<file path="src/dual_global_pooling_defines.svh">
// Assertion macros shared by the dual_global_pooling RTL.
// Uses the clk and rst_n names of the module that includes it.
`ifndef DUAL_GLOBAL_POOLING_DEFINES_SVH
`define DUAL_GLOBAL_POOLING_DEFINES_SVH

`ifndef SYNTHESIS

`define DGP_ASSERT(lbl, cond) \
  lbl: assert property (@(posedge clk) disable iff (!rst_n) (cond)) \
    else $error("dgp assertion failed");

`define DGP_ASSERT_IMP(lbl, ante, cons) \
  lbl: assert property (@(posedge clk) disable iff (!rst_n) (ante) |-> (cons)) \
    else $error("dgp assertion failed");

`else

`define DGP_ASSERT(lbl, cond)

`define DGP_ASSERT_IMP(lbl, ante, cons)

`endif

`endif

</file>
<file path="src/dgp_pkg.sv">
// Shared constants and types for the dual global pooling block.
// No dependencies.
`timescale 1ns / 1ps

package dgp_pkg;

  localparam int SAMPLE_W     = 16;
  localparam int MAX_LENGTH   = 1024;
  localparam int MAX_CHANNELS = 256;
  localparam int LEN_W        = $clog2(MAX_LENGTH) + 1;
  localparam int CNT_W        = $clog2(MAX_LENGTH);
  localparam int CH_W         = $clog2(MAX_CHANNELS);
  localparam int CHN_W        = CH_W + 1;
  localparam int SUM_W        = SAMPLE_W + $clog2(MAX_LENGTH);
  localparam int STEP_W       = $clog2(SUM_W);
  localparam int CFG_IDX_W    = 2;
  localparam int CFG_DATA_W   = LEN_W;
  localparam int QUEUE_DEPTH  = 2;
  localparam int QPTR_W       = $clog2(QUEUE_DEPTH);
  localparam int QCNT_W       = $clog2(QUEUE_DEPTH) + 1;

  localparam logic [CFG_IDX_W-1:0] REG_GROUP_LENGTH  = CFG_IDX_W'(0);
  localparam logic [CFG_IDX_W-1:0] REG_CHANNEL_COUNT = CFG_IDX_W'(1);

  localparam logic signed [SAMPLE_W-1:0] MOST_NEG = {1'b1, {(SAMPLE_W-1){1'b0}}};

  typedef struct packed {
    logic signed [SUM_W-1:0]    sum;
    logic signed [SAMPLE_W-1:0] max;
    logic [CH_W-1:0]            chan;
    logic [LEN_W-1:0]           len;
  } grp_t;

  typedef struct packed {
    logic full;
    logic empty;
  } q_stat_t;

endpackage

</file>
<file path="src/dgp_front.sv">
// Front end: configuration registers, sum/max accumulation, group close.
// Depends on dgp_pkg; pushes closed groups into dgp_queue.
`timescale 1ns / 1ps

module dgp_front (
  input  logic                             clk,
  input  logic                             rst_n,
  input  logic                             cfg_we,
  input  logic [dgp_pkg::CFG_IDX_W-1:0]    cfg_index,
  input  logic [dgp_pkg::CFG_DATA_W-1:0]   cfg_wdata,
  input  logic                             in_valid,
  output logic                             in_ready,
  input  logic signed [dgp_pkg::SAMPLE_W-1:0] in_sample,
  input  dgp_pkg::q_stat_t                 q_stat,
  output logic                             push,
  output dgp_pkg::grp_t                    push_data
);

  logic [dgp_pkg::LEN_W-1:0]           len_r;
  logic [dgp_pkg::CHN_W-1:0]           chn_r;
  logic signed [dgp_pkg::SUM_W-1:0]    sum_r, sum_nxt;
  logic signed [dgp_pkg::SAMPLE_W-1:0] max_r, max_nxt;
  logic [dgp_pkg::CNT_W-1:0]           cnt_r;
  logic [dgp_pkg::CH_W-1:0]            ch_r, ch_nxt;
  logic [dgp_pkg::LEN_W-1:0]           eff_len;
  logic [dgp_pkg::CHN_W-1:0]           eff_chn, ch_inc;
  logic                                acc, last;

  always_comb begin
    if (len_r == '0) begin
      eff_len = dgp_pkg::LEN_W'(1);
    end else if (len_r > dgp_pkg::LEN_W'(dgp_pkg::MAX_LENGTH)) begin
      eff_len = dgp_pkg::LEN_W'(dgp_pkg::MAX_LENGTH);
    end else begin
      eff_len = len_r;
    end
    if (chn_r == '0) begin
      eff_chn = dgp_pkg::CHN_W'(1);
    end else if (chn_r > dgp_pkg::CHN_W'(dgp_pkg::MAX_CHANNELS)) begin
      eff_chn = dgp_pkg::CHN_W'(dgp_pkg::MAX_CHANNELS);
    end else begin
      eff_chn = chn_r;
    end
  end

  assign in_ready = !q_stat.full;
  assign acc      = in_valid && in_ready;
  assign sum_nxt  = sum_r + {{(dgp_pkg::SUM_W-dgp_pkg::SAMPLE_W){in_sample[dgp_pkg::SAMPLE_W-1]}},
                             in_sample};
  assign max_nxt  = (in_sample > max_r) ? in_sample : max_r;
  assign last     = ({1'b0, cnt_r} + dgp_pkg::LEN_W'(1)) >= eff_len;
  assign ch_inc   = {1'b0, ch_r} + dgp_pkg::CHN_W'(1);
  assign ch_nxt   = (ch_inc >= eff_chn) ? '0 : ch_inc[dgp_pkg::CH_W-1:0];

  assign push           = acc && last;
  assign push_data.sum  = sum_nxt;
  assign push_data.max  = max_nxt;
  assign push_data.chan = ch_r;
  assign push_data.len  = eff_len;

  always_ff @(posedge clk) begin
    if (!rst_n) begin
      len_r <= dgp_pkg::LEN_W'(1);
      chn_r <= dgp_pkg::CHN_W'(1);
      sum_r <= '0;
      max_r <= dgp_pkg::MOST_NEG;
      cnt_r <= '0;
      ch_r  <= '0;
    end else begin
      if (cfg_we) begin
        case (cfg_index)
          dgp_pkg::REG_GROUP_LENGTH:  len_r <= cfg_wdata;
          dgp_pkg::REG_CHANNEL_COUNT: chn_r <= cfg_wdata[dgp_pkg::CHN_W-1:0];
          default: ;
        endcase
      end
      if (acc) begin
        if (last) begin
          sum_r <= '0;
          max_r <= dgp_pkg::MOST_NEG;
          cnt_r <= '0;
          ch_r  <= ch_nxt;
        end else begin
          sum_r <= sum_nxt;
          max_r <= max_nxt;
          cnt_r <= cnt_r + dgp_pkg::CNT_W'(1);
        end
      end
    end
  end

endmodule

</file>
<file path="src/dgp_queue.sv">
// Two-entry queue of closed groups between front end and divider.
// Depends on dgp_pkg and dual_global_pooling_defines.svh.
`timescale 1ns / 1ps
`include "dual_global_pooling_defines.svh"

module dgp_queue (
  input  logic             clk,
  input  logic             rst_n,
  input  logic             push,
  input  dgp_pkg::grp_t    push_data,
  input  logic             pop,
  output dgp_pkg::grp_t    pop_data,
  output dgp_pkg::q_stat_t q_stat
);

  dgp_pkg::grp_t                ent_r [dgp_pkg::QUEUE_DEPTH];
  logic [dgp_pkg::QPTR_W-1:0]   wp_r, rp_r;
  logic [dgp_pkg::QCNT_W-1:0]   cnt_r;

  assign q_stat.full  = cnt_r == dgp_pkg::QCNT_W'(dgp_pkg::QUEUE_DEPTH);
  assign q_stat.empty = cnt_r == '0;
  assign pop_data     = ent_r[rp_r];

  always_ff @(posedge clk) begin
    if (!rst_n) begin
      wp_r  <= '0;
      rp_r  <= '0;
      cnt_r <= '0;
    end else begin
      if (push) begin
        wp_r <= wp_r + dgp_pkg::QPTR_W'(1);
      end
      if (pop) begin
        rp_r <= rp_r + dgp_pkg::QPTR_W'(1);
      end
      case ({push, pop})
        2'b10:   cnt_r <= cnt_r + dgp_pkg::QCNT_W'(1);
        2'b01:   cnt_r <= cnt_r - dgp_pkg::QCNT_W'(1);
        default: ;
      endcase
    end
  end

  always_ff @(posedge clk) begin
    if (push) begin
      ent_r[wp_r] <= push_data;
    end
  end

  `DGP_ASSERT(a_no_overflow, !(push && q_stat.full))
  `DGP_ASSERT(a_no_underflow, !(pop && q_stat.empty))

endmodule

</file>
<file path="src/dgp_div.sv">
// Back end: shift-subtract divider for the mean and the output register.
// Depends on dgp_pkg and dual_global_pooling_defines.svh.
`timescale 1ns / 1ps
`include "dual_global_pooling_defines.svh"

module dgp_div (
  input  logic                                clk,
  input  logic                                rst_n,
  input  dgp_pkg::q_stat_t                    q_stat,
  input  dgp_pkg::grp_t                       pop_data,
  output logic                                pop,
  output logic                                out_valid,
  input  logic                                out_ready,
  output logic signed [dgp_pkg::SAMPLE_W-1:0] out_mean,
  output logic signed [dgp_pkg::SAMPLE_W-1:0] out_maximum,
  output logic [dgp_pkg::CH_W-1:0]            out_channel_index
);

  typedef enum logic {ST_IDLE, ST_DIV} state_t;

  state_t                              st_r;
  logic [dgp_pkg::SUM_W-1:0]           dvd_r, dvd_nxt, mag;
  logic [dgp_pkg::LEN_W-1:0]           rem_r, rem_nxt, den_r;
  logic [dgp_pkg::LEN_W:0]             rem_sh;
  logic [dgp_pkg::STEP_W-1:0]          step_r;
  logic                                neg_r, ge, at_end, slot_free, load;
  logic signed [dgp_pkg::SAMPLE_W-1:0] max_r;
  logic [dgp_pkg::CH_W-1:0]            ch_r;
  logic [dgp_pkg::SAMPLE_W-1:0]        quo;

  assign pop       = (st_r == ST_IDLE) && !q_stat.empty;
  assign mag       = pop_data.sum[dgp_pkg::SUM_W-1] ? (~pop_data.sum + dgp_pkg::SUM_W'(1))
                                                    : pop_data.sum;
  assign rem_sh    = {rem_r, dvd_r[dgp_pkg::SUM_W-1]};
  assign ge        = rem_sh >= {1'b0, den_r};
  assign rem_nxt   = ge ? dgp_pkg::LEN_W'(rem_sh - {1'b0, den_r}) : rem_sh[dgp_pkg::LEN_W-1:0];
  assign dvd_nxt   = {dvd_r[dgp_pkg::SUM_W-2:0], ge};
  assign at_end    = step_r == dgp_pkg::STEP_W'(dgp_pkg::SUM_W - 1);
  assign slot_free = !out_valid || out_ready;
  assign load      = (st_r == ST_DIV) && at_end && slot_free;
  assign quo       = dvd_nxt[dgp_pkg::SAMPLE_W-1:0];

  always_ff @(posedge clk) begin
    if (!rst_n) begin
      st_r      <= ST_IDLE;
      step_r    <= '0;
      out_valid <= 1'b0;
    end else begin
      if (out_ready && !load) begin
        out_valid <= 1'b0;
      end
      case (st_r)
        ST_IDLE: begin
          if (pop) begin
            dvd_r  <= mag;
            rem_r  <= '0;
            den_r  <= pop_data.len;
            neg_r  <= pop_data.sum[dgp_pkg::SUM_W-1];
            max_r  <= pop_data.max;
            ch_r   <= pop_data.chan;
            step_r <= '0;
            st_r   <= ST_DIV;
          end
        end
        ST_DIV: begin
          if (!at_end) begin
            dvd_r  <= dvd_nxt;
            rem_r  <= rem_nxt;
            step_r <= step_r + dgp_pkg::STEP_W'(1);
          end else if (slot_free) begin
            out_mean          <= neg_r ? -quo : quo;
            out_maximum       <= max_r;
            out_channel_index <= ch_r;
            out_valid         <= 1'b1;
            st_r              <= ST_IDLE;
          end
        end
        default: st_r <= ST_IDLE;
      endcase
    end
  end

  `DGP_ASSERT_IMP(a_den_nonzero, st_r == ST_DIV, den_r != '0)
  `DGP_ASSERT_IMP(a_rem_bound, load, rem_nxt < den_r)

endmodule

</file>
<file path="src/dual_global_pooling.sv">
// Global average and max pooling over a stream of signed Q8.8 samples.
// Front end accepts one sample per cycle while the queue is not full, and closes
// a group after group_length samples; closed groups wait in a two-entry queue;
// the back end divides the group sum by the length with a 26-step shift-subtract
// divider and takes the next group from the queue only when it is idle, so
// shorter groups are paced by the divider. Results: mean (truncated toward zero),
// maximum, channel index.
// Depends on dgp_pkg, dgp_front, dgp_queue, dgp_div.
`timescale 1ns / 1ps

module dual_global_pooling (
  input  logic                                clk,
  input  logic                                rst_n,
  input  logic                                cfg_we,
  input  logic [dgp_pkg::CFG_IDX_W-1:0]       cfg_index,
  input  logic [dgp_pkg::CFG_DATA_W-1:0]      cfg_wdata,
  input  logic                                in_valid,
  output logic                                in_ready,
  input  logic signed [dgp_pkg::SAMPLE_W-1:0] in_sample,
  output logic                                out_valid,
  input  logic                                out_ready,
  output logic signed [dgp_pkg::SAMPLE_W-1:0] out_mean,
  output logic signed [dgp_pkg::SAMPLE_W-1:0] out_maximum,
  output logic [dgp_pkg::CH_W-1:0]            out_channel_index
);

  dgp_pkg::q_stat_t q_stat;
  dgp_pkg::grp_t    push_data, pop_data;
  logic             push, pop;

  dgp_front u_front (
    .clk       (clk),
    .rst_n     (rst_n),
    .cfg_we    (cfg_we),
    .cfg_index (cfg_index),
    .cfg_wdata (cfg_wdata),
    .in_valid  (in_valid),
    .in_ready  (in_ready),
    .in_sample (in_sample),
    .q_stat    (q_stat),
    .push      (push),
    .push_data (push_data)
  );

  dgp_queue u_queue (
    .clk       (clk),
    .rst_n     (rst_n),
    .push      (push),
    .push_data (push_data),
    .pop       (pop),
    .pop_data  (pop_data),
    .q_stat    (q_stat)
  );

  dgp_div u_div (
    .clk               (clk),
    .rst_n             (rst_n),
    .q_stat            (q_stat),
    .pop_data          (pop_data),
    .pop               (pop),
    .out_valid         (out_valid),
    .out_ready         (out_ready),
    .out_mean          (out_mean),
    .out_maximum       (out_maximum),
    .out_channel_index (out_channel_index)
  );

endmodule

</file>
<file path="config.mk">
export PLATFORM = sky130hd
export DESIGN_NAME = dual_global_pooling
export DESIGN_NICKNAME = d
export VERILOG_FILES = /design/src/dgp_pkg.sv /design/src/dgp_front.sv /design/src/dgp_queue.sv /design/src/dgp_div.sv /design/src/dual_global_pooling.sv
export VERILOG_INCLUDE_DIRS = /design/src /design/src/src
export SDC_FILE = /design/constraint.sdc
export NUM_CORES = 1
export LEC_CHECK = 0
export ABC_AREA = 1
export BUFFER_PORTS_ARGS = -buffer_cell sky130_fd_sc_hd__buf_2
export CAP_MARGIN = 10
export CELL_PAD_IN_SITES_DETAIL_PLACEMENT = 1
export CELL_PAD_IN_SITES_GLOBAL_PLACEMENT = 2
export CORE_MARGIN = 2
export CORE_UTILIZATION = 35
export CTS_CLUSTER_DIAMETER = 50
export CTS_CLUSTER_SIZE = 8
export DETAILED_ROUTE_END_ITERATION = 12
export PLACE_DENSITY = 0.79
export SYNTH_ARGS = -nofsm -noshare
export SYNTH_HDL_FRONTEND = slang
export SYNTH_SLANG_ARGS = --single-unit
export TNS_END_PERCENT = 50
</file>
<file path="constraint.sdc">
create_clock -name clk -period 5.4 [get_ports clk]
set_input_delay 0.27 -clock clk [delete_from_list [all_inputs] [get_ports clk]]
set_output_delay 0.27 -clock clk [all_outputs]
set_load 0.01 [all_outputs]
</file>
# Word-level counts from Yosys, hierarchy flattened
# Memory sizes are Yosys's and may differ from the RTL's. A register that Yosys moved wholly into a read port is not among the register bits.
# Cells that the tools add are included.
[classes] n_addsub=12 order_cmp=6 n_eq_ne=7 muxes=34 n_bitwise=2 reduce_logical=23
[op_table] cell="2-to-1 mux 26 bit" n=4
[op_table] cell="2-to-1 mux 11 bit" n=5
[op_table] cell="one-hot mux 26 bit (2 select lines)" n=1
[op_table] cell="2-to-1 mux 16 bit" n=3
[op_table] cell="adder 26 x 2 -> 26 bit, second input constant" n=1
[op_table] cell="adder 26 bit" n=1
[op_table] cell="NOT 26 bit" n=1
[op_table] cell="one-hot mux 11 bit (2 select lines)" n=1
[op_table] cell="2-to-1 mux 9 bit" n=2
[op_table] cell="greater-than comparator 16 bit" n=1
[op_table] cell="negation 16 bit" n=1
[op_table] cell="greater-or-equal comparator 12 x 11 -> 1 bit" n=1
[op_table] cell="adder 10 x 1 -> 11 bit, second input constant" n=1
[op_table] cell="greater-or-equal comparator 11 bit" n=1
[op_table] cell="greater-than comparator 11 bit, second input constant" n=1
[op_table] cell="zero test 11 bit" n=1
[op_table] cell="2-to-1 mux 1 bit" n=11
[op_table] cell="subtractor 11 bit" n=1
[op_table] cell="adder 10 x 1 -> 10 bit, second input constant" n=1
[op_table] cell="2-to-1 mux 10 bit" n=1
[op_table] cell="2-to-1 mux 5 bit" n=2
[op_table] cell="one-hot mux 5 bit (2 select lines)" n=1
[op_table] cell="adder 8 x 1 -> 9 bit, second input constant" n=1
[op_table] cell="greater-or-equal comparator 9 bit" n=1
[op_table] cell="22 further kinds" n=39
[word_totals] register_bits=204 mem_bits_rw=122 input_bits=34 output_inout_bits=42 elab_cells=106 n_memories=1
[memory_table] name="u_queue.ent_r" depth=2 word_bits=61 rd=1 rd_ports_with_merged_regs=1 write_ports=1 line_no="dgp_queue.sv:16" source="dgp_pkg::grp_t ent_r [dgp_pkg::QUEUE_DEPTH];"

# Longest topological paths before layout
# Gate-level depths: netlist of run 1.
[depth] ltp_word=9 mapped_depth=17 mapped_depth_nobuf=17

# Cells and area by module
# From an unflattened synthesis of run 1, not the netlist that was laid out.
[unflattened] hier_cells=1752 area_unflattened_um2=16940.0
[modules_own_cells] mod="dgp_front" n_inst=1 cells_each=920 area_per_inst_um2=6010.8 seq_area_each_um2=1601.5
[modules_own_cells] mod="dgp_div" n_inst=1 cells_each=607 area_per_inst_um2=5995.8 seq_area_each_um2=3533.4
[modules_own_cells] mod="dgp_queue" n_inst=1 cells_each=225 area_per_inst_um2=4933.5 seq_area_each_um2=3763.6

# Worst setup path before layout of run 1
# OpenSTA, ideal clock, no wires.
[synth_timing] path_kind="register to register" startpoint="reg u_front.cnt_r[0] (netlist bit)" endpoint="mem u_queue.ent_r[1][0] (netlist bit), enable pin" setup_ns=0.482 arrival_ns=4.701 t_required_ns=4.918 slack_ns=0.217 stages_incl_launch_ff=13 path_buffers=0 synth_period_minus_slack_ns=5.183 path_cell_list="dfxtp_1 ha_1 nand2_1 nor4_1 nand2_1 xor2_1 ha_1 nand2_1 nor4_1 nand2_1 nand4_1 nand2_1 nor2_1"
[synth_via] elab_chain_len=5
[synth_rtl] element="start: declaration" line_no="dgp_front.sv:23" source="logic [dgp_pkg::CNT_W-1:0] cnt_r;"
[synth_rtl] element="start signal: assignment" line_no="dgp_front.sv:86" source="cnt_r <= cnt_r + dgp_pkg::CNT_W'(1);"
[synth_rtl] element="adder 10 x 1 -> 11 bit" line_no="dgp_front.sv:51" source="assign last = ({1'b0, cnt_r} + dgp_pkg::LEN_W'(1)) >= eff_len;"
[synth_rtl] element="greater-or-equal comparator 11 bit" line_no="dgp_front.sv:51"
[synth_rtl] element="logical AND 1 bit" line_no="dgp_front.sv:55" source="assign push = acc && last;"
[synth_rtl] element="2-to-1 mux 1 bit" line_no="dgp_queue.sv:45" source="if (push) begin"
[synth_rtl] element="2-to-1 mux 1 bit (not written as such)" line_no="dgp_queue.sv:46" source="ent_r[wp_r] <= push_data;"
[synth_rtl] element="end: declaration" line_no="dgp_queue.sv:16"
# Every way passes these cells.

# Worst setup path in the final report of run 1
[layout_timing] startpoint="reg u_front.cnt_r[0] (netlist bit)" endpoint="mem u_queue.ent_r[1][49] (netlist bit), enable pin"
# Same word-level chain as after synthesis.

==> results of run 1 <==
-- layer usage --
| metal | part of all wire [%] | track usage (%) |
|---|---|---|
| met2 | 45 | 29.49 |
| met3 | 3.2 | 3.024 |
| met4 | 2.4 | 5.347 |
| met1 | 50 | 24.97 |
| met5 | 0 | 0 |
-- worst paths after layout --
| kind | startpoint | to | slack (ps) | depth (start not counted) |
|---|---|---|---|---|
| max | u_front.cnt_r[0] | u_queue.ent_r[1][49] | 1630 | 13 |
| min | cfg_wdata[10] | u_front.len_r[10] | 60 | 3 |
| max reg2reg | u_front.cnt_r[0] | u_queue.ent_r[1][49] | 1630 | 13 |
| min reg2reg | u_div.max_r[11] | u_div.out_maximum[11] | 410 | 0 |
-- worst min-delay path: stages --
cell,delay [ps]
buf_2,90
o21ai_0,90
a21oi_1,140
-- cells by family (layout without fill, tap and decap cells) --
kind of cell / after synthesis / in the layout / share of synthesized area [%]
adder cells (fa/ha/maj): 81 / 81 / 6.286
AO/OA/AOI/OAI: 272 / 272 / 8.948
XOR/XNOR: 51 / 51 / 2.730
flip-flops: 327 / 327 / 54.39
AND/OR/NAND/NOR: 841 / 841 / 22.15
buffers and inverters: 224 / 362 / 5.499
-- synthesized netlist by cell type (33+ instances only) --
| master | instances |
|---|---|
| inv_1 | 167 |
| nand3_1 | 93 |
| ha_1 | 79 |
| xor2_1 | 38 |
| clkbuf_1 | 33 |
| dfxtp_1 | 92 |
| o21ai_0 | 87 |
| a21oi_1 | 146 |
| nand4_1 | 35 |
| nand2_1 | 496 |
| edfxtp_1 | 235 |
| nor2_1 | 131 |
-- report_power, final --
group	internal, mW	total [mW]	switching, mW
sequential	3.49	3.74	0.255
clock	1.93	3.09	1.15
combinational	0.965	3.19	2.22
total	6.39	10.0	3.63
-- state kept, by name, indices dropped and copies added (netlist names), 16 cells and up, named ones only --
signal             cells
u_div.out_maximum     16
u_front.max_r         16
u_queue.ent_r        122
u_div.out_mean        16
u_div.dvd_r           26
u_div.max_r           16
u_front.sum_r         26
-- cells in the final DEF (no fill, tap or decap), types with 6 or more instances in the layout --
master	synthesis	layout
nor3_1	15	15
buf_4	1	9
xnor2_1	13	13
a21o_1	7	7
ha_1	79	79
nand3_1	93	93
clkbuf_16	0	54
o21ai_1	6	6
a21oi_1	146	146
nor4_1	10	10
nor2_1	131	125
o21ai_2	7	7
and2_1	24	24
dfxtp_1	92	91
dlygate4sd3_1	0	10
nor2_4	1	7
nand4_1	35	35
clkinv_2	0	9
or2_2	7	7
nand3b_1	6	6
nand2_1	496	495
xor2_1	38	38
clkbuf_1	33	22
inv_1	167	166
edfxtp_1	235	235
buf_2	11	75
o21ai_0	87	87
-- cell type report --
cell class,count,share of cell area (%)
tap,607,3.977
clock buffer,77,7.581
timing repair buffer,96,3.054
multi-input combinational,1245,34.62
clock inverter,17,0.7798
inverter,172,3.381
sequential,327,46.61
-- repair_timing --
action,CTS,global route
setup buffers,0,0
hold buffers,10,0
hold endpoints to repair,15,0
==> results.md, run 1 <==
- # placed instances: about 2,400
- Placed inst area: 17,400 sq um
- Htree depth: 2
- Max transition margin: 27.57%
- Global Route Usage Sum: between 10% and 20%
- Critical path capture point type: register
- Footprint of the multi-input gates: 6610 sq um
- Outcome: finished, final reports clean
- Startpoint types: register
- Yosys reg bits: 327
- Vias per Instance: slightly below 5
- Clk root buf: clkbuf_16
- Row count: 79
- Core ar.: approximately 46,000 sq um
- Number of enable flip-flop cells after synthesis: roughly 240
- Share of layout cells above drive strength 1: a little over a tenth
- Post-Syn Instances: between 1,500 and 2,000
- Max Root-Sink Buffers: 3
- CP max stage cell: nor2_4
- P per Cell Area: about 520 nW/um^2
- Post-synth net total: 1,911
- Post-place setup slack: ~1600 ps
- Leak: between 7 and 8 nW
- Library cells used by synthesis: around 50
- Sequential share of the synthesized area: 54.39%
- Dpl hpwl: between 30,000 and 40,000 microns
- Max-cap viol count: 0
- Share of the synthesized area in the top cell type: between 40% and 50%
- Post-Synthesis Mean Instance Area: about 9.1 sq um
- First-pass GRT wire length: 69,410 microns
- Via Count: 12,500
- Hold slack: approximately 57 ps
- Filler cells: 5,314
- Width of the chip: 220.2 microns
- Final WL: roughly 43,000 microns
- Antenna violations before repair: 0
- Fin crit share: a little over two thirds
- Crit path time final: ~3800 ps
- Detailed Routing Iterations Pass 1: 6
- VDD IR max: 0.1912 mV
- CP Max Fanout: 48
- Routed WL per cell: around 17 microns
- CTS tree: done
- Setup_tns: 0 ps
- Reg clk slew, reported paths: roughly 50 ps
- Crit path max-delay family: simple AND/OR/NAND/NOR gates
- CP most frequent cell: nand2_1
- CP peak stage delay: between 400 and 500 ps
- Primary FF master, synth: edfxtp_1
- Worst slew pin tran: between 1000 and 1500 ps
- Leading area contributor after synthesis: edfxtp_1
- Crit path DAT: 4010 ps
- Cts bufs inserted: 53
- Fin. max-slew vios: 0
- Iteration-0 DRC Markers: just under 700
- Routability cong.: around 0.8
- Synth async-reset ratio: 0%
- Initial core utilization: a little over a third
- Final hold vios: 0
- Ant. Diodes: 0
- P&R area growth vs syn: 16.71%
- Crit path required time: ~5600 ps
- Design area: approximately 19,000 sq um
- Setup ws final: 1631 ps
- Final cell count without fillers: between 2,000 and 3,000
- Routed Antenna Nets: 0
- Sequential Area: between 8000 and 9000 sq um
- Top Ports: between 70 and 80
- Final core utilization: 41.19%
- Setup violations, final: 0
- Vias in the first global route: 13,040
- Resize count post-CTS: 0
- Clk_lat worst skew: 590 ps
- Largest net degree at the start of global routing: 59
- Crit path buffers/inverters: 1
- # DRC: 0
- Die Y: about 220 microns
- Cell Area, Synth: around 16,000 sq um
- Sink Count: roughly 330
- Synth area leaders: edfxtp_1 (43%), nand2_1 (11%), dfxtp_1 (11%)
- Cell Chain, Critical Path: ha_1, nand2_1, nor4_1, nand2_1, xor2_1, ha_1, nand2_1, nor4_1, nand2_1, nand4_1, nand2_1, nor2_4, buf_12
- RSZ-0062 raised after global routing: false
- Nets: approximately 2,000
- GRT overflow: 0
- Skew final: 29.39 ps
- Total power: ~10 mW
- Die area: roughly 48,000 sq um
- Yosys warns: 0
- Crit Path Category: register to register
- Port bufs: 75
- Class of the worst hold path: primary input to register
- F_max: 265.3 MHz
No activity file was read; power rests on OpenSTA's default activity.
==> run 2: changes to the inputs <==
- clock period: 5.4 -> 3.02 ns (I/O delays scaled with it)
==> results.md, run 2 (synthesis results as in run 1) <==
- Cts bufs inserted: 53 (unchanged)
- Detailed Routing Iterations Pass 1: 5 (-1)
- Crit Path Category: register to register
- Cell Chain, Critical Path: ha_4, nand2_2, nor4_4, nand2_2, nor3_1, ha_1, a21oi_1, o21a_1, nand4_1, buf_4, buf_4, buf_4, buf_4, nor2_4, nand2_1, a21oi_1
- Reg clk slew, reported paths: 50 ps (about the same)
- Routed WL per cell: 17.56 microns (+3.8%)
- GRT overflow: 0 (unchanged)
- Nets: 2,088 (+3.9%)
- Min-Delay Path Depth: 2 (-1)
- RSZ-0062 raised after global routing: true
- Fin crit share: 106.9% (+37 points)
- Class of the worst hold path: primary input to register
- Largest registers: u_queue.ent_r (122), u_div.dvd_r (26), u_front.sum_r (26)
- Vias per Instance: 4.924 (about the same)
- Commonest cells after routing, fill and taps aside: nand2_1 (481), edfxtp_1 (235), inv_1 (162)
- Core ar.: 46,360 sq um (unchanged)
- Routed Antenna Nets: 0 (unchanged)
- Crit path time final: 3228 ps (-541.1 ps)
- Share of layout cells above drive strength 1: 16.94% (+6.5 points)
- CP peak stage delay: 370 ps (-90 ps)
- Crit path required time: 3530 ps (-2110 ps)
- Dpl hpwl: 31,580 microns (+2.6%)
- Violated checks: negative setup slack
- Clk root buf: clkbuf_16
- Ant. Diodes: 0 (unchanged)
- Max-cap viol count: 0 (unchanged)
- P per Cell Area: 926.7 nW/um^2 (+77%)
- Final WL: 46,020 microns (+7.1%)
- Setup violations, final: 182 (+182)
- F_max: 309.8 MHz (+17%)
- Port bufs: 75 (unchanged)
- Final hold vios: 0 (unchanged)
- Initial core utilization: 35.29% (unchanged)
- Commonest non-fill, non-tap cell in the layout: nand2_1
- Fin. max-slew vios: 0 (unchanged)
- Vias in the first global route: 13,430 (+3.0%)
- Antenna violations before repair: 0 (unchanged)
- CP most frequent cell: buf_4
- Startpoint types: register
- Max Root-Sink Buffers: 3 (unchanged)
- Die Y: 220.2 microns (unchanged)
- Crit path DAT: 3740 ps (-270 ps)
- Hold slack: 42.93 ps (-13.62 ps)
- CP max stage cell: dfxtp_4
- Width of the chip: 220.2 microns (unchanged)
- Global Route Usage Sum: 18.82% (+0.65 points)
- Critical path capture point type: register
- Setup ws final: -207.7 ps (-1839 ps)
- Post-place setup slack: -191.2 ps (-1830 ps)
- CTS tree: done
- Skew final: 22.61 ps (-6.777 ps)
- Row count: 79 (unchanged)
- Filler cells: 5,238 (-1.4%)
- Largest net degree at the start of global routing: 55 (-6.8%)
- Top Ports: 76 (unchanged)
- Via Count: 12,900 (+3.2%)
- VDD IR max: 0.4283 mV (+120%)
- P&R area growth vs syn: 24.25%
- Clk_lat worst skew: 590 ps (about the same)
- Iteration-0 DRC Markers: 540 (-20%)
- Register-to-Register Path Depth: 16 (+3)
- Die area: 48,490 sq um (unchanged)
- Worst slew pin tran: 802.5 ps (-281.3 ps)
- CP Max Fanout: 11 (-77%)
- First-pass GRT wire length: 71,940 microns (+3.6%)
- Largest register FFs: 122 (unchanged)
- Leak: 8.356 nW (+6.5%)
- # DRC: 0 (unchanged)
- Max transition margin: 46.50% (+19 points)
- Total power: 18.84 mW (+88%)
- Routability cong.: 0.8590 (+5.0%)
- Outcome: finished, violations left
- Sink Count: 327 (unchanged)
- Htree depth: 2 (unchanged)
- Most flop-heavy register: u_queue.ent_r
-- run 2: cell count changes in the layout (fill, tap and decap cells not counted), sizes merged --
cell	delta
buf	+68
nor2	+1
clkbuf	+10
dlygate4sd3	+4
clkinv	-6
clkinvlp	+2
-- run 2: worst paths after layout --
check                               end  slack (ps)             start
max                    u_front.cnt_r[2]        -210  u_front.cnt_r[0]
min                u_queue.ent_r[1][35]          40      in_sample[0]
max reg2reg            u_front.cnt_r[2]        -210  u_front.cnt_r[0]
min reg2reg  u_div.out_channel_index[4]         420     u_div.ch_r[4]
-- run 2: worst max-delay path: cells and delay by family (launching register included) --
family                   cells  cell delay [ps]
buffers and inverters        4              580
AO/OA/AOI/OAI                3              470
flip-flops                   1              370
AND/OR/NAND/NOR              7             1230
adder cells (fa/ha/maj)      2              480
-- run 2: per-stage QoR --
stage               utilization [%]  TNS [ps]  instances  cell area [sq um]
finish                        43.85    -24570       2620              20330
global placement              38.39     -2806       2482              17800
detailed placement            38.39     -6838       2482              17800
floorplan                         -    -40700       1796              16400
global route                  43.85    -52070       2620              20330
CTS                           42.52    -54.88       2603              19710
-- run 2: final cells by class --
type	instances	area [sq um]	area share, %
sequential	327	8909	43.82
timing repair buffer	173	1384	6.807
inverter	172	650.6	3.201
tap	607	759.5	3.736
multi-input combinational	1246	6990	34.39
clock buffer	82	1476	7.263
clock inverter	13	158.9	0.7817
-- run 2: metal layers --
metal,global-route usage [%],vias to the layer above,routed length (microns)
li1,-,6442,-
met1,25.49,6209,21720
met2,31.04,176,21610
met3,2.749,73,1483
met4,6.063,0,1204
met5,0,-,0
-- run 2: timing repair --
item / in CTS / in global routing
endpoints found under the hold margin: 21 / 0
gates resized for setup: 8 / 87
setup buffers: 11 / 11
hold buffers: 14 / 0
cloned: 1 / 9
endpoints found under the setup margin: 137 / 186
pin swaps: 3 / 30
-- run 2: where the power goes --
group / switching, mW / total (mW) / internal (mW)
sequential: 0.421 / 6.66 / 6.23
combinational: 4.30 / 6.56 / 2.25
clock: 2.11 / 5.63 / 3.52
==> run 3: changes to the inputs <==
- CORE_ASPECT_RATIO: unset -> 0.9
- PLACE_DENSITY: 0.79 -> 0.72
==> results.md, run 3 (synthesis results as in run 1) <==
- Top Ports: 76 (unchanged)
- Commonest non-fill, non-tap cell in the layout: nand2_1
- Dpl hpwl: 32,960 microns (+4.4%)
- Antenna violations before repair: 3 (+3)
- Skew final: 14.31 ps (-8.298 ps)
- F_max: 323.3 MHz (+4.4%)
- Crit path required time: 3320 ps (-210 ps)
- Routed Antenna Nets: 0 (unchanged)
- Clk root buf: clkbuf_16
- Commonest cells after routing, fill and taps aside: nand2_1 (481), edfxtp_1 (235), inv_1 (161)
- Width of the chip: 231.9 microns (+5.3%)
- Final core utilization: 43.75% (-0.10 points)
- Port bufs: 75 (unchanged)
- Largest register FFs: 122 (unchanged)
- Final WL: 46,080 microns (+0.14%)
- Setup_tns: -1974 ps (+22,600 ps)
- Row count: 75 (-5.1%)
- Clk_lat worst skew: 590 ps (about the same)
- Worst slew pin tran: 715.4 ps (-87.10 ps)
- First-pass GRT wire length: 72,060 microns (+0.16%)
- Die area: 48,490 sq um (about the same)
- Global Route Usage Sum: 18.84% (about the same)
- Cts bufs inserted: 52 (-1.9%)
- Setup violations, final: 50 (-73%)
- Class of the worst hold path: primary input to register
- RSZ-0062 raised after global routing: true
- Post-place setup slack: -79.07 ps (+112.1 ps)
- Routability cong.: 0.8314 (-3.2%)
- Max Root-Sink Buffers: 3 (unchanged)
- Crit Path Category: register to register
- Violated checks: negative setup slack
- Fin crit share: 102.4% (-4.5 points)
- Vias in the first global route: 13,060 (-2.7%)
- Vias per Instance: 4.901 (-0.47%)
- Most flop-heavy register: u_queue.ent_r
- Setup ws final: -72.70 ps (+135.0 ps)
- Critical path capture point type: register
- Fin. max-slew vios: 0 (unchanged)
- CTS tree: done
- Crit path time final: 3093 ps (-135.0 ps)
- Max transition margin: 51.86% (+5.4 points)
- Crit path DAT: 3390 ps (-350 ps)
- Htree depth: 2 (unchanged)
- Final cell count without fillers: 2,618 (-0.076%)
- Startpoint types: register
- Sink Count: 327 (unchanged)
- GRT overflow: 0 (unchanged)
- VDD IR max: 0.5021 mV (+17%)
- Max-cap viol count: 0 (unchanged)
- Final hold vios: 0 (unchanged)
- # DRC: 0 (unchanged)
- Iteration-0 DRC Markers: 561 (+3.9%)
- Share of layout cells above drive strength 1: 16.40% (-0.54 points)
- CP Max Fanout: 8 (-3)
- P per Cell Area: 927.4 nW/um^2 (about the same)
- Largest registers: u_queue.ent_r (122), u_div.dvd_r (26), u_front.sum_r (26)
- Outcome: finished, violations left
- Initial core utilization: 35.29% (about the same)
- Leak: 8.346 nW (-0.13%)
- Via Count: 12,830 (-0.54%)
- Core ar.: 46,360 sq um (about the same)
- Reg clk slew, reported paths: 50 ps (about the same)
- # placed instances: 2,482 (unchanged)
- Routed WL per cell: 17.60 microns (+0.22%)
- P&R area growth vs syn: 23.96%
- Detailed Routing Iterations Pass 1: 4 (-1)
- Nets: 2,079 (-0.43%)
- Largest net degree at the start of global routing: 65 (+18%)
- Die Y: 209.1 microns (-5.0%)
- Total power: 18.81 mW (-0.16%)
## run 3: cell count changes in the layout (fill, tap and decap cells not counted), moves of 3 or more
| cell | before | now |
|---|---|---|
| a21oi_1 | 129 | 138 |
| a21oi_2 | 16 | 8 |
| buf_12 | 8 | 11 |
| buf_4 | 63 | 49 |
| buf_8 | 1 | 4 |
| clkbuf_1 | 26 | 18 |
| clkbuf_8 | 2 | 6 |
| clkinv_2 | 2 | 7 |
| clkinvlp_4 | 3 | 0 |
| o21ai_0 | 78 | 75 |
## run 3: final timing paths
kind,to,startpoint,slack [ps],depth (start not counted)
max reg2reg,u_queue.ent_r[0][34],u_front.cnt_r[1],-70,15
min reg2reg,u_div.out_maximum[13],u_div.max_r[13],420,0
min,u_front.chn_r[0],cfg_index[1],30,4
max,u_queue.ent_r[0][34],u_front.cnt_r[1],-70,15
## run 3: per-stage QoR
stage	hold slack [ps]	area [sq um]
detailed placement	406.3	17780
CTS	2.276	19600
global route	84.50	20280
floorplan	264.2	16400
global placement	401.6	17780
finish	28.30	20280
## run 3: cell type report
class	count	area, sq um
fill	5320	26080
sequential	327	8907
timing repair buffer	166	1420
clock buffer	76	1451
antenna	2	5.005
tap	616	770.7
inverter	172	650.6
multi-input combinational	1245	6949
clock inverter	14	126.4
## run 3: timing repair
action                                  4_1_cts  5_1_grt
endpoints found under the setup margin       37      186
gates cloned                                  0       12
gates resized for setup                       8       81
pin swaps                                     6       26
hold buffers                                 14        0
endpoints found under the hold margin        25        0
setup buffers                                 5       13
## run 3: metal layers
metal  GRT usage [%]  wire length [microns]  vias to the layer above
met5               0                      0                        -
met4           4.553                    885                        0
met3           3.043                   1597                       63
met2           28.46                  20190                      189
met1           28.09                  23410                     6166
li1                -                      -                     6412
## run 3: where the power goes
group	internal, mW	switching [mW]	leakage, nW	total [mW]
Sequential	6.23	0.407	2.92	6.64
Combinational	2.35	4.36	4.65	6.72
Clock	3.39	2.07	0.775	5.45
## run 3: critical path: stages, from the launching register on
cell and delay, ps:
dfxtp_2 350, ha_4 150, nand2_4 60, nor4_4 270, nand2_2 110, xor2_2 170
ha_1 360, nand2_4 70, nor4_4 260, nand2_1 90, nand4_1 130, nand2_2 100
buf_6 130, nor2_4 190, buf_12 180, clkbuf_16 160
